==> src/sfr_pkg.sv <==
`timescale 1ns / 1ps

package sfr_pkg;

   localparam int unsigned MAX_FRAME_DEFAULT = 32;
   localparam logic [15:0] HEADER_WORD_RESET = 16'h424D;

   // Frame layout: header bytes, then length bytes end the prefix, checksum bytes trail
   localparam int unsigned HEADER_BYTES = 2;
   localparam int unsigned PREFIX_BYTES = 4;
   localparam int unsigned MIN_LENGTH   = 2;

   localparam logic [1:0] STATUS_GOOD       = 2'd0;
   localparam logic [1:0] STATUS_MISMATCH   = 2'd1;
   localparam logic [1:0] STATUS_BAD_LENGTH = 2'd2;

   typedef struct packed {
      logic [1:0]  frame_status;
      logic [15:0] frame_length;
      logic [15:0] computed_sum;
      logic [15:0] received_sum;
   } sfr_result_type;

endpackage

==> src/sfr_channels.sv <==
`timescale 1ns / 1ps

interface sfr_req_if;
   logic       valid;
   logic       ready;
   logic [7:0] rx_byte;

   modport source (output valid, output rx_byte, input ready);
   modport sink (input valid, input rx_byte, output ready);
endinterface

interface sfr_rsp_if;
   logic        valid;
   logic        ready;
   logic [1:0]  frame_status;
   logic [15:0] frame_length;
   logic [15:0] computed_sum;
   logic [15:0] received_sum;

   modport source (output valid, output frame_status, output frame_length,
                   output computed_sum, output received_sum, input ready);
   modport sink (input valid, input frame_status, input frame_length,
                 input computed_sum, input received_sum, output ready);
endinterface

==> src/sfr_parser.sv <==
`timescale 1ns / 1ps

module sfr_parser #(
   parameter int unsigned MAX_FRAME = sfr_pkg::MAX_FRAME_DEFAULT
) (
   input  logic                   clock,
   input  logic                   reset,
   input  logic                   step,
   input  logic [7:0]             rx_byte,
   input  logic [15:0]            header_word,
   output logic                   result_valid,
   output sfr_pkg::sfr_result_type result
);
   import sfr_pkg::*;

   localparam int unsigned POS_WIDTH = $clog2(MAX_FRAME + 1);
   localparam logic [16:0] MAX_FRAME_WORD = 17'(MAX_FRAME);

   logic                 locked_ff, locked_in;
   logic [POS_WIDTH-1:0] pos_ff, pos_in;
   logic [15:0]          header_shift_ff, header_shift_in;
   logic [15:0]          length_ff, length_in;
   logic [15:0]          sum_ff, sum_in;
   logic [15:0]          checksum_ff, checksum_in;
   logic [16:0]          pos_word;
   logic [16:0]          length_word;

   assign pos_word    = 17'(pos_ff);
   assign length_word = {1'b0, length_ff};

   always_comb begin
      locked_in       = locked_ff;
      pos_in          = pos_ff;
      header_shift_in = header_shift_ff;
      length_in       = length_ff;
      sum_in          = sum_ff;
      checksum_in     = checksum_ff;
      result_valid    = 1'b0;
      result          = '0;

      if (!locked_ff) begin
         // hunt: slide bytes through the header window
         header_shift_in = {header_shift_ff[7:0], rx_byte};
         if (pos_ff < POS_WIDTH'(HEADER_BYTES)) begin
            pos_in = pos_ff + POS_WIDTH'(1);
         end
         if (pos_in == POS_WIDTH'(HEADER_BYTES) && header_shift_in == header_word) begin
            locked_in   = 1'b1;
            sum_in      = {8'h00, header_shift_in[15:8]} + {8'h00, header_shift_in[7:0]};
            length_in   = '0;
            checksum_in = '0;
         end
      end else if (pos_ff < POS_WIDTH'(PREFIX_BYTES)) begin
         // length bytes, big-endian
         length_in = {length_ff[7:0], rx_byte};
         sum_in    = sum_ff + {8'h00, rx_byte};
         pos_in    = pos_ff + POS_WIDTH'(1);
         if (pos_in == POS_WIDTH'(PREFIX_BYTES) &&
             (length_in < 16'(MIN_LENGTH) ||
              ({1'b0, length_in} + 17'(PREFIX_BYTES)) > MAX_FRAME_WORD)) begin
            result_valid        = 1'b1;
            result.frame_status = STATUS_BAD_LENGTH;
            result.frame_length = length_in;
            result.computed_sum = sum_in;
            result.received_sum = '0;
         end
      end else begin
         // length is known good here, so the frame fits the position counter
         if (pos_word < length_word + 17'(HEADER_BYTES)) begin
            sum_in = sum_ff + {8'h00, rx_byte};
         end else if (pos_word == length_word + 17'(HEADER_BYTES)) begin
            checksum_in = {rx_byte, 8'h00};
         end else begin
            checksum_in = {checksum_ff[15:8], rx_byte};
         end
         pos_in = pos_ff + POS_WIDTH'(1);
         if (pos_word + 17'd1 >= length_word + 17'(PREFIX_BYTES)) begin
            result_valid        = 1'b1;
            result.frame_status = (sum_in == checksum_in) ? STATUS_GOOD : STATUS_MISMATCH;
            result.frame_length = length_ff;
            result.computed_sum = sum_in;
            result.received_sum = checksum_in;
         end
      end

      // any result drops back to a fresh hunt
      if (result_valid) begin
         locked_in       = 1'b0;
         pos_in          = '0;
         header_shift_in = '0;
      end
   end

   always_ff @(posedge clock) begin
      if (reset) begin
         locked_ff       <= 1'b0;
         pos_ff          <= '0;
         header_shift_ff <= '0;
         length_ff       <= '0;
         sum_ff          <= '0;
         checksum_ff     <= '0;
      end else if (step) begin
         locked_ff       <= locked_in;
         pos_ff          <= pos_in;
         header_shift_ff <= header_shift_in;
         length_ff       <= length_in;
         sum_ff          <= sum_in;
         checksum_ff     <= checksum_in;
      end
   end

endmodule

==> src/sensor_frame_receiver.sv <==
`timescale 1ns / 1ps
// The last frame byte waits in the input register until the parser takes it; its frame
// status is then loaded into the result register, which presents it on rsp.
// Throughput: one byte per cycle; the only stall is a result held by rsp.ready low.
// Reset (synchronous, active high) returns to hunting with all frame state cleared
// and header_word back to 0x424D.

module sensor_frame_receiver #(
   parameter int unsigned MAX_FRAME = sfr_pkg::MAX_FRAME_DEFAULT
) (
   input  logic        clock,
   input  logic        reset,
   sfr_req_if.sink     req_chan,
   sfr_rsp_if.source   rsp_chan,
   input  logic        csr_write_enable,
   input  logic [15:0] csr_write_data
);
   import sfr_pkg::*;

   // Input register: one received byte waiting for the parser
   logic       in_valid_ff, in_valid_in;
   logic [7:0] in_byte_ff;

   // Result register: one frame status waiting to be taken
   logic           rsp_valid_ff, rsp_valid_in;
   sfr_result_type rsp_data_ff;

   logic [15:0]    header_word_ff;

   logic           advance;
   logic           res_valid;
   sfr_result_type res_data;

   // The parser consumes the held byte whenever the result register has room
   // for whatever this byte may produce.
   assign advance        = in_valid_ff && (!rsp_valid_ff || rsp_chan.ready);
   assign req_chan.ready = !in_valid_ff || advance;

   assign in_valid_in  = req_chan.valid || (in_valid_ff && !advance);
   assign rsp_valid_in = (advance && res_valid) || (rsp_valid_ff && !rsp_chan.ready);

   sfr_parser #(
      .MAX_FRAME(MAX_FRAME)
   ) u_parser (
      .clock        (clock),
      .reset        (reset),
      .step         (advance),
      .rx_byte      (in_byte_ff),
      .header_word  (header_word_ff),
      .result_valid (res_valid),
      .result       (res_data)
   );

   always_ff @(posedge clock) begin
      if (reset) begin
         in_valid_ff    <= 1'b0;
         rsp_valid_ff   <= 1'b0;
         header_word_ff <= HEADER_WORD_RESET;
      end else begin
         in_valid_ff  <= in_valid_in;
         rsp_valid_ff <= rsp_valid_in;
         if (csr_write_enable) begin
            header_word_ff <= csr_write_data;
         end
      end
   end

   // payload registers, no reset needed
   always_ff @(posedge clock) begin
      if (req_chan.valid && req_chan.ready) begin
         in_byte_ff <= req_chan.rx_byte;
      end
      if (advance && res_valid) begin
         rsp_data_ff <= res_data;
      end
   end

   assign rsp_chan.valid        = rsp_valid_ff;
   assign rsp_chan.frame_status = rsp_data_ff.frame_status;
   assign rsp_chan.frame_length = rsp_data_ff.frame_length;
   assign rsp_chan.computed_sum = rsp_data_ff.computed_sum;
   assign rsp_chan.received_sum = rsp_data_ff.received_sum;

endmodule

==> src/flat_wrapper.sv <==
// flat-port wrapper written by rule: the top's interface ports become plain ports
module sensor_frame_receiver_flat import sfr_pkg::*;
#(
   parameter int unsigned MAX_FRAME = sfr_pkg::MAX_FRAME_DEFAULT
)
  (clock, reset, csr_write_enable, csr_write_data, req_chan_valid, req_chan_rx_byte, req_chan_ready, rsp_chan_valid, rsp_chan_frame_status, rsp_chan_frame_length, rsp_chan_computed_sum, rsp_chan_received_sum, rsp_chan_ready);
  sfr_req_if req_chan_i ();
  sfr_rsp_if rsp_chan_i ();
  input  logic clock;
  input  logic reset;
  input  logic csr_write_enable;
  input  logic [15:0] csr_write_data;
  input wire logic [$bits(req_chan_i.valid)-1:0] req_chan_valid;
  input wire logic [$bits(req_chan_i.rx_byte)-1:0] req_chan_rx_byte;
  output wire logic [$bits(req_chan_i.ready)-1:0] req_chan_ready;
  output wire logic [$bits(rsp_chan_i.valid)-1:0] rsp_chan_valid;
  output wire logic [$bits(rsp_chan_i.frame_status)-1:0] rsp_chan_frame_status;
  output wire logic [$bits(rsp_chan_i.frame_length)-1:0] rsp_chan_frame_length;
  output wire logic [$bits(rsp_chan_i.computed_sum)-1:0] rsp_chan_computed_sum;
  output wire logic [$bits(rsp_chan_i.received_sum)-1:0] rsp_chan_received_sum;
  input wire logic [$bits(rsp_chan_i.ready)-1:0] rsp_chan_ready;
  assign req_chan_i.valid = req_chan_valid;
  assign req_chan_i.rx_byte = req_chan_rx_byte;
  assign req_chan_ready = req_chan_i.ready;
  assign rsp_chan_valid = rsp_chan_i.valid;
  assign rsp_chan_frame_status = rsp_chan_i.frame_status;
  assign rsp_chan_frame_length = rsp_chan_i.frame_length;
  assign rsp_chan_computed_sum = rsp_chan_i.computed_sum;
  assign rsp_chan_received_sum = rsp_chan_i.received_sum;
  assign rsp_chan_i.ready = rsp_chan_ready;
  sensor_frame_receiver #(.MAX_FRAME(MAX_FRAME)) u_core (.clock(clock), .reset(reset), .req_chan(req_chan_i), .rsp_chan(rsp_chan_i), .csr_write_enable(csr_write_enable), .csr_write_data(csr_write_data));
endmodule
==> config.mk <==
export PLATFORM = sky130hd
export DESIGN_NAME = sensor_frame_receiver_flat
export DESIGN_NICKNAME = d
export VERILOG_FILES = /design/src/sfr_pkg.sv /design/src/sfr_channels.sv /design/src/sfr_parser.sv /design/src/sensor_frame_receiver.sv /design/src/flat_wrapper.sv
export SDC_FILE = /design/constraint.sdc
export NUM_CORES = 1
export LEC_CHECK = 0
export BUFFER_PORTS_ARGS = -buffer_cell sky130_fd_sc_hd__buf_2
export CAP_MARGIN = 20
export CELL_PAD_IN_SITES_DETAIL_PLACEMENT = 2
export CELL_PAD_IN_SITES_GLOBAL_PLACEMENT = 2
export CORE_AREA = 8 8 160 162
export CTS_CLUSTER_SIZE = 28
export DETAILED_ROUTE_END_ITERATION = 10
export DIE_AREA = 0 0 168 170
export PLACE_DENSITY_LB_ADDON = 0.1
export SLEW_MARGIN = 20
export SYNTH_ARGS = -nofsm -noshare
export SYNTH_HDL_FRONTEND = slang
export SYNTH_SLANG_ARGS = --single-unit
==> constraint.sdc <==
create_clock -name clock -period 5.91 [get_ports clock]
set_input_delay 0.591 -clock clock [delete_from_list [all_inputs] [get_ports clock]]
set_output_delay 0.591 -clock clock [all_outputs]
set_load 0.05 [all_outputs]
==> results of run 1 <==
cell type report:
| class | count | area (um2) | area share (%) |
|---|---|---|---|
| Multi-Input combinational cell | 709 | 4600 | 48.2 |
| Sequential cell | 139 | 3360 | 35.2 |
| Timing Repair Buffer | 101 | 558 | 5.84 |
| Clock buffer | 20 | 437 | 4.57 |
| Tap cell | 290 | 363 | 3.80 |
| Clock inverter | 12 | 124 | 1.30 |
| Inverter | 28 | 105 | 1.10 |
cell families after synthesis:
logic type	share of synthesized area, %
compound gates	18.8
xor+xnor	6.93
fa+ha+maj	5.88
buf+inv	4.64
flops	40.3
mux	3.60
simple gates	19.8
power groups by stage:
stage / registers (uW) / clock network (uW) / logic (uW)
after global placement: 1060 / 0 / 258
after global routing: 1040 / 1130 / 293
after CTS: 1040 / 1100 / 269
after detailed placement: 1060 / 0 / 265
final: 1040 / 1080 / 267
after floorplan: 1050 / 0 / 180
final timing paths:
path | end | cells after the start
max | u_core.rsp_chan.computed_sum[5]$_SDFFCE_PN0P_ | 10
min | u_core.in_byte_ff[4]$_DFFE_PP_ | 1
max reg2reg | u_core.rsp_chan.computed_sum[5]$_SDFFCE_PN0P_ | 10
min reg2reg | u_core.header_word_ff[1]$_SDFFE_PP0P_ | 2
layer usage:
metal / GRT usage, % / vias to the layer above / wire, um
li1: - / 3550 / -
met1: 27.4 / 3848 / 14000
met2: 37.7 / 150 / 15100
met3: 3.45 / 40 / 1170
met4: 6.99 / 0 / 541
met5: 0 / - / 0
worst max-delay path: stages (launching register included):
cell and delay (ns):
dfxtp_1 0.65, ha_1 0.45, nand3_1 0.24, nor2_1 0.23, xnor2_1 0.14, a221oi_1 0.07, a41oi_1 0.69, and2_1 0.79
a21oi_1 0.42, nor2_4 0.16, buf_4 0.53
cells in the final DEF, fill, tap and decap left out, types with 7 or more instances in the layout:
master     synthesis  routed
a211o_1            9       9
a211oi_1           9       9
a21oi_1           61      61
a22oi_1           32      32
a31oi_1            7       7
and2_1             7       7
and3_1            13      13
buf_2             12      80
buf_4              0      21
clkbuf_16          0      17
dfxtp_1           81      81
edfxtp_1          58      58
ha_1              36      36
inv_1             26      26
mux2i_1           30      30
nand2_1           63      63
nand3_1           37      37
nand4_1           19      19
nor2_1           122     121
nor2b_1            8       8
nor3_1            21      21
nor4_1             9       9
o211ai_1           7       7
o21a_1             9       9
o21ai_0           32      32
o21ai_1           18      18
or3_1              9       9
xnor2_1           41      41
xor2_1            25      25
cells in the mapped netlist (all sizes together), types with 4 or more instances:
library cell,instances,area (um2)
nor2,123,469
dfxtp,81,1620
nand2,63,236
a21oi,62,322
edfxtp,58,1740
clkbuf,50,188
o21ai,50,250
xnor2,41,359
nand3,37,185
ha,36,450
a22oi,32,240
mux2i,30,300
inv,27,101
xor2,25,219
nor3,22,115
buf,19,93.8
nand4,19,119
and3,13,81.3
nor4,11,81.3
a211o,9,78.8
a211oi,9,67.6
o21a,9,67.6
or3,9,56.3
and2,8,50.1
nor2b,8,50.1
a31oi,7,43.8
o211ai,7,52.6
a311oi,6,52.6
nand2b,6,37.5
nor3b,6,45.0
a22o,5,43.8
a21o,4,30.0
state kept, by name, summed over array words and instances, names as in the netlist:
name / flops
u_core.rsp_chan.received_sum: 16
u_core.in_byte_ff: 8
u_core.rsp_chan.frame_length: 16
u_core.header_word_ff: 16
u_core.u_parser.header_shift_ff: 8
u_core.u_parser.checksum_ff: 16
u_core.rsp_chan.computed_sum: 16
u_core.rsp_chan.valid: 1
u_core.rsp_chan.frame_status: 2
u_core.u_parser.locked_ff: 1
u_core.u_parser.pos_ff: 6
u_core.u_parser.length_ff: 16
u_core.u_parser.sum_ff: 16
u_core.in_valid_ff: 1
through the flow:
stage	util [%]	worst slack, ns	total power [uW]	area (um2)	hold WS [ns]
3_5_place_dp	39.0	1.18	1320	8990	0.510
2_1_floorplan	-	0.929	1230	8340	0.476
5_1_grt	41.4	0.814	2460	9550	0.326
4_1_cts	41.4	1.17	2400	9550	0.327
3_3_place_gp	39.0	1.33	1320	8990	0.493
6_report	41.4	1.13	2380	9550	0.342
==> impl_metrics.csv, run 1 <==
group,metric,value,unit
status,status,"completed",
logic_synthesis,ys.flop_type,"dfxtp_1",
power,p_sw,653,uW
logic_synthesis,synth_seq_cells,139,
worst_hold_path,hold_path_class,"input pin to register",
global_routing,grt_use_total,21.8,%
timing,final.setup.tns,0,ns
worst_setup_path,reg2reg_from,"u_core.u_parser.length_ff[3]$_SDFFE_PP0P_",
timing,worst_clock_skew,0.00910,ns
power,p_sw_share,27.4,%
cts,cts_setup_buffers,0,
logic_synthesis,ys_seq_area_share,40.3,%
routing,postRouteAntennaNets,0,
power,ir_drop,0.185,mV
routing,routedWlPerCell,23.8,um
timing,report.final.hold_viol_count,0,
logic_synthesis,syn_inst,945,
power,p_seq_share,43.6,%
final_layout,fill_cells,2572,
global_routing,grt_max_degree,82,
place,io_buffers,80,
timing,period_minus_slack,4.78,ns
floorplanning,initial_core_util,36.2,%
floorplanning,core,23100,um2
worst_setup_path,setup.worst_path.start,"u_core.u_parser.length_ff[3]$_SDFFE_PP0P_",
timing,max_slew.worst_pin.slew,1.06,ns
cts,cts.reportedPaths.clkPinSlew,0.06,ns
cts,cts_buffers,17,
floorplanning,num_rows,56,
worst_setup_path,cp_max_fo,50,
power,clkPwrFrac,45.2,%
timing,slew_viol_final,0,
timing,min_period_over_period,80.8,%
logic_synthesis,async_flop_share,0,%
cts,clkLatencyLatePin,0.43,ns
logic_synthesis,ys_warn_count,0,
cts,clockBufferDepth,2,
timing,fmax,0.209,GHz
floorplanning,die_y,170,um
floorplanning,die_w,168,um
final_layout,antenna_cells,0,
power,combPwrFrac,11.2,%
timing,final-setup-viol-count,0,
cts,cts_tree,"yes",
routing,drt_wl_total,30.9,mm
timing,rsz0062_at_grt,"no",
logic_synthesis,synth_edf_count,58,
worst_setup_path,end_kind,"register",
cts,cts.sinks,139,
worst_setup_path,regToRegSetupSlack,1.13,ns
routing,drt-pass1-iter-count,4,
logic_synthesis,syn_nets,1012,
place,dpl.cell_count,1267,
power,total_leakage_power,0.00365,uW
cts,cts_root_buf,"clkbuf_16",
global_routing,grt_overflow,0,
power,p_int,1730,uW
run,drv_cap,0,
final_layout,syn_to_final_growth,14.5,%
global_routing,grt_pass1_vias,8117,
global_routing,grt_pass1_wl,48.2,mm
routing,drc_errors,0,
worst_setup_path,start_kind,"register",
routing,routed_via_density,5.84,
place,finalWeightedCongestion,0.829,
logic_synthesis,synth_area_per_cell,8.83,um2
worst_hold_path,hp-start,"req_chan_rx_byte[4]",
worst_setup_path,worstPathRequired,5.97,ns
routing,via_count,7588,
cts,cts-htree-levels,4,
final_layout,drive_above_1_share,13.9,%
timing,relSlewSlack,29.4,%
global_routing,antenna_found_initial,0,
final_layout,nets,1063,
logic_synthesis,synth_cell_types,73,
worst_setup_path,worst-setup-path-type,"register to register",
cts,ctsHoldBuffers,0,
final_layout,fin_cells,1299,
power,power_density,249,nW/um2
place,hpwl,22.0,mm
worst_setup_path,cp.arrival,4.83,ns
floorplanning,io_pins,81,
cts,postCtsResizedCells,0,
floorplanning,die-area,28600,um2
routing,drt_iter0_markers,479,
logic_synthesis,synth_area,8340,um2
Power figures use the tool's default switching activity.
==> run 2: changes to the inputs <==
Settings changed: CORE_AREA 8 8 160 162 to 8 8 168 170, DIE_AREA 0 0 168 170 to 0 0 176 178.
Clock period 5.91 ns to 4.12 ns, I/O delays scaled along.
==> impl_metrics.csv, run 2 (synthesis results as in run 1) <==
group,metric,value,unit
floorplanning,num_rows,59,
final_layout,nets,1092,
timing,final.setup.tns,0,ns
timing,worst_clock_skew,0.0126,ns
power,total_leakage_power,0.00378,uW
routing,via_count,7663,
global_routing,grt_pass1_wl,49.1,mm
final_layout,final_common_cell,"nor2_1",
final_layout,final_cell_mix,"118 x nor2_1, 81 x dfxtp_1, 80 x buf_2",
routing,routedWlPerCell,23.0,um
worst_setup_path,slowest_delay,0.44,ns
timing,max_slew.worst_pin.slew,1.10,ns
worst_setup_path,critPathSlowestCell,"dfxtp_1",
final_layout,regArea,3360,um2
final_layout,fin_util,38.4,%
power,p_sw_share,27.7,%
cts,postCtsResizedCells,0,
worst_setup_path,cp.arrival,4.17,ns
global_routing,antenna_found_initial,0,
floorplanning,initial_core_util,32.6,%
floorplanning,die-area,31300,um2
global_routing,grt_max_degree,48,
timing,period_minus_slack,4.01,ns
global_routing,grt_overflow,0,
floorplanning,core,25600,um2
place,dpl.cell_count,1341,
timing,fmax,0.249,GHz
power,power_density,347,nW/um2
worst_setup_path,cp_max_fo,7,
cts,cts_tree,"yes",
worst_setup_path,start_kind,"register",
timing,final-setup-viol-count,0,
place,hpwl,23.1,mm
cts,clockBufferDepth,2,
cts,cts_buffers,17,
cts,cts_setup_buffers,0,
floorplanning,io_pins,81,
timing,fin_ws,0.107,ns
cts,ctsHoldBuffers,0,
routing,drt_iter0_markers,406,
global_routing,grt_use_total,20.3,%
cts,clkLatencyLatePin,0.43,ns
worst_setup_path,crit_top_cell,"buf_4",
cts,cts-htree-levels,4,
status,status,"completed",
timing,report.final.hold_viol_count,0,
worst_setup_path,path_cells,"ha_2 -> nand4_1 -> a2111o_1 -> a222oi_1 -> o221ai_2 -> buf_4 -> nor2_4 -> mux2i_1 -> buf_4 -> nor3_1 -> nor4_1 -> or3_1 -> a41oi_2",
worst_setup_path,end_kind,"register",
routing,postRouteAntennaNets,0,
place,io_buffers,80,
global_routing,grt_util_met3,3.26,%
worst_setup_path,worstPathRequired,4.27,ns
routing,drc_errors,0,
power,combPwrFrac,11.7,%
power,p_int,2470,uW
timing,relSlewSlack,26.9,%
routing,drt-pass1-iter-count,5,
cts,cts.sinks,139,
power,p_seq_share,43.5,%
final_layout,fin_cells,1373,
global_routing,grt-busiest-layer,"met2",
timing,slew_viol_final,0,
place,dp_slack,0.197,ns
power,ir_drop,0.197,mV
global_routing,gr-usage-met1,26.3,%
place,finalWeightedCongestion,0.857,
floorplanning,die_y,178,um
timing,min_period_over_period,97.4,%
final_layout,multi_input_area,4610,um2
floorplanning,die_w,176,um
global_routing,grt_pass1_vias,8187,
worst_hold_path,hold_path_class,"input pin to register",
routing,drt_wl_total,31.5,mm
final_layout,drive_above_1_share,17.1,%
run,drv_cap,0,
final_layout,antenna_cells,0,
timing,hold_ws,0.153,ns
cts,cts.reportedPaths.clkPinSlew,0.07,ns
final_layout,fill_cells,2879,
routing,routed_via_density,5.58,
global_routing,use_met2,34.3,%
power,clkPwrFrac,44.8,%
cts,cts_root_buf,"clkbuf_16",
power,p_sw,946,uW
final_layout,syn_to_final_growth,18.1,%
worst_setup_path,worst-setup-path-type,"register to register",
-- run 2: worst paths after layout --
kind,start,endpoint,slack (ns),depth (start not counted)
worst max-delay path,u_core.u_parser.length_ff[2]$_SDFFE_PP0P_,u_core.rsp_chan.frame_status[0]$_SDFFCE_PN0P_,0.11,13
worst min-delay path,req_chan_rx_byte[0],u_core.in_byte_ff[0]$_DFFE_PP_,0.15,1
worst max register to register,u_core.u_parser.length_ff[2]$_SDFFE_PP0P_,u_core.rsp_chan.frame_status[0]$_SDFFCE_PN0P_,0.11,13
worst min register to register,u_core.header_word_ff[4]$_SDFFE_PP0P_,u_core.header_word_ff[4]$_SDFFE_PP0P_,0.52,2
-- run 2: layer usage --
metal | wire, um | vias up
met1 | 14700 | 3866
met4 | 437 | 0
met5 | 0 | -
met3 | 1290 | 26
li1 | - | 3600
met2 | 15100 | 171
-- run 2: stage by stage --
stage	power, uW	area [um2]
after global placement	1900	9260
after CTS	3460	9830
after global routing	3540	9850
final	3420	9850
after floorplan	1760	8350
after detailed placement	1910	9260
-- run 2: cell type report --
class                   instances  share of cell area [%]
multi-input cells             709                    46.8
repair buffers                130                    7.88
well taps                     335                    4.26
clock inverters                12                    1.17
flip-flops and latches        139                    34.2
inverters                      28                    1.07
clock buffers                  20                    4.65
-- run 2: power by group through the flow --
stage	Combinational, uW	Clock [uW]	Sequential [uW]
6_report	399	1530	1490
4_1_cts	398	1580	1490
3_5_place_dp	394	0	1520
5_1_grt	434	1620	1490
2_1_floorplan	258	0	1500
3_3_place_gp	387	0	1520
-- run 2: critical path, delay by kind of cell, from the launching register on --
| family | cells | cell delay (ns) |
|---|---|---|
| buffers and inverters | 2 | 0.41 |
| and+or+nand+nor | 5 | 1.12 |
| muxes | 1 | 0.36 |
| AOI/OAI and AO/OA | 4 | 1.09 |
| adders and majority gates | 1 | 0.30 |
| DFF | 1 | 0.44 |
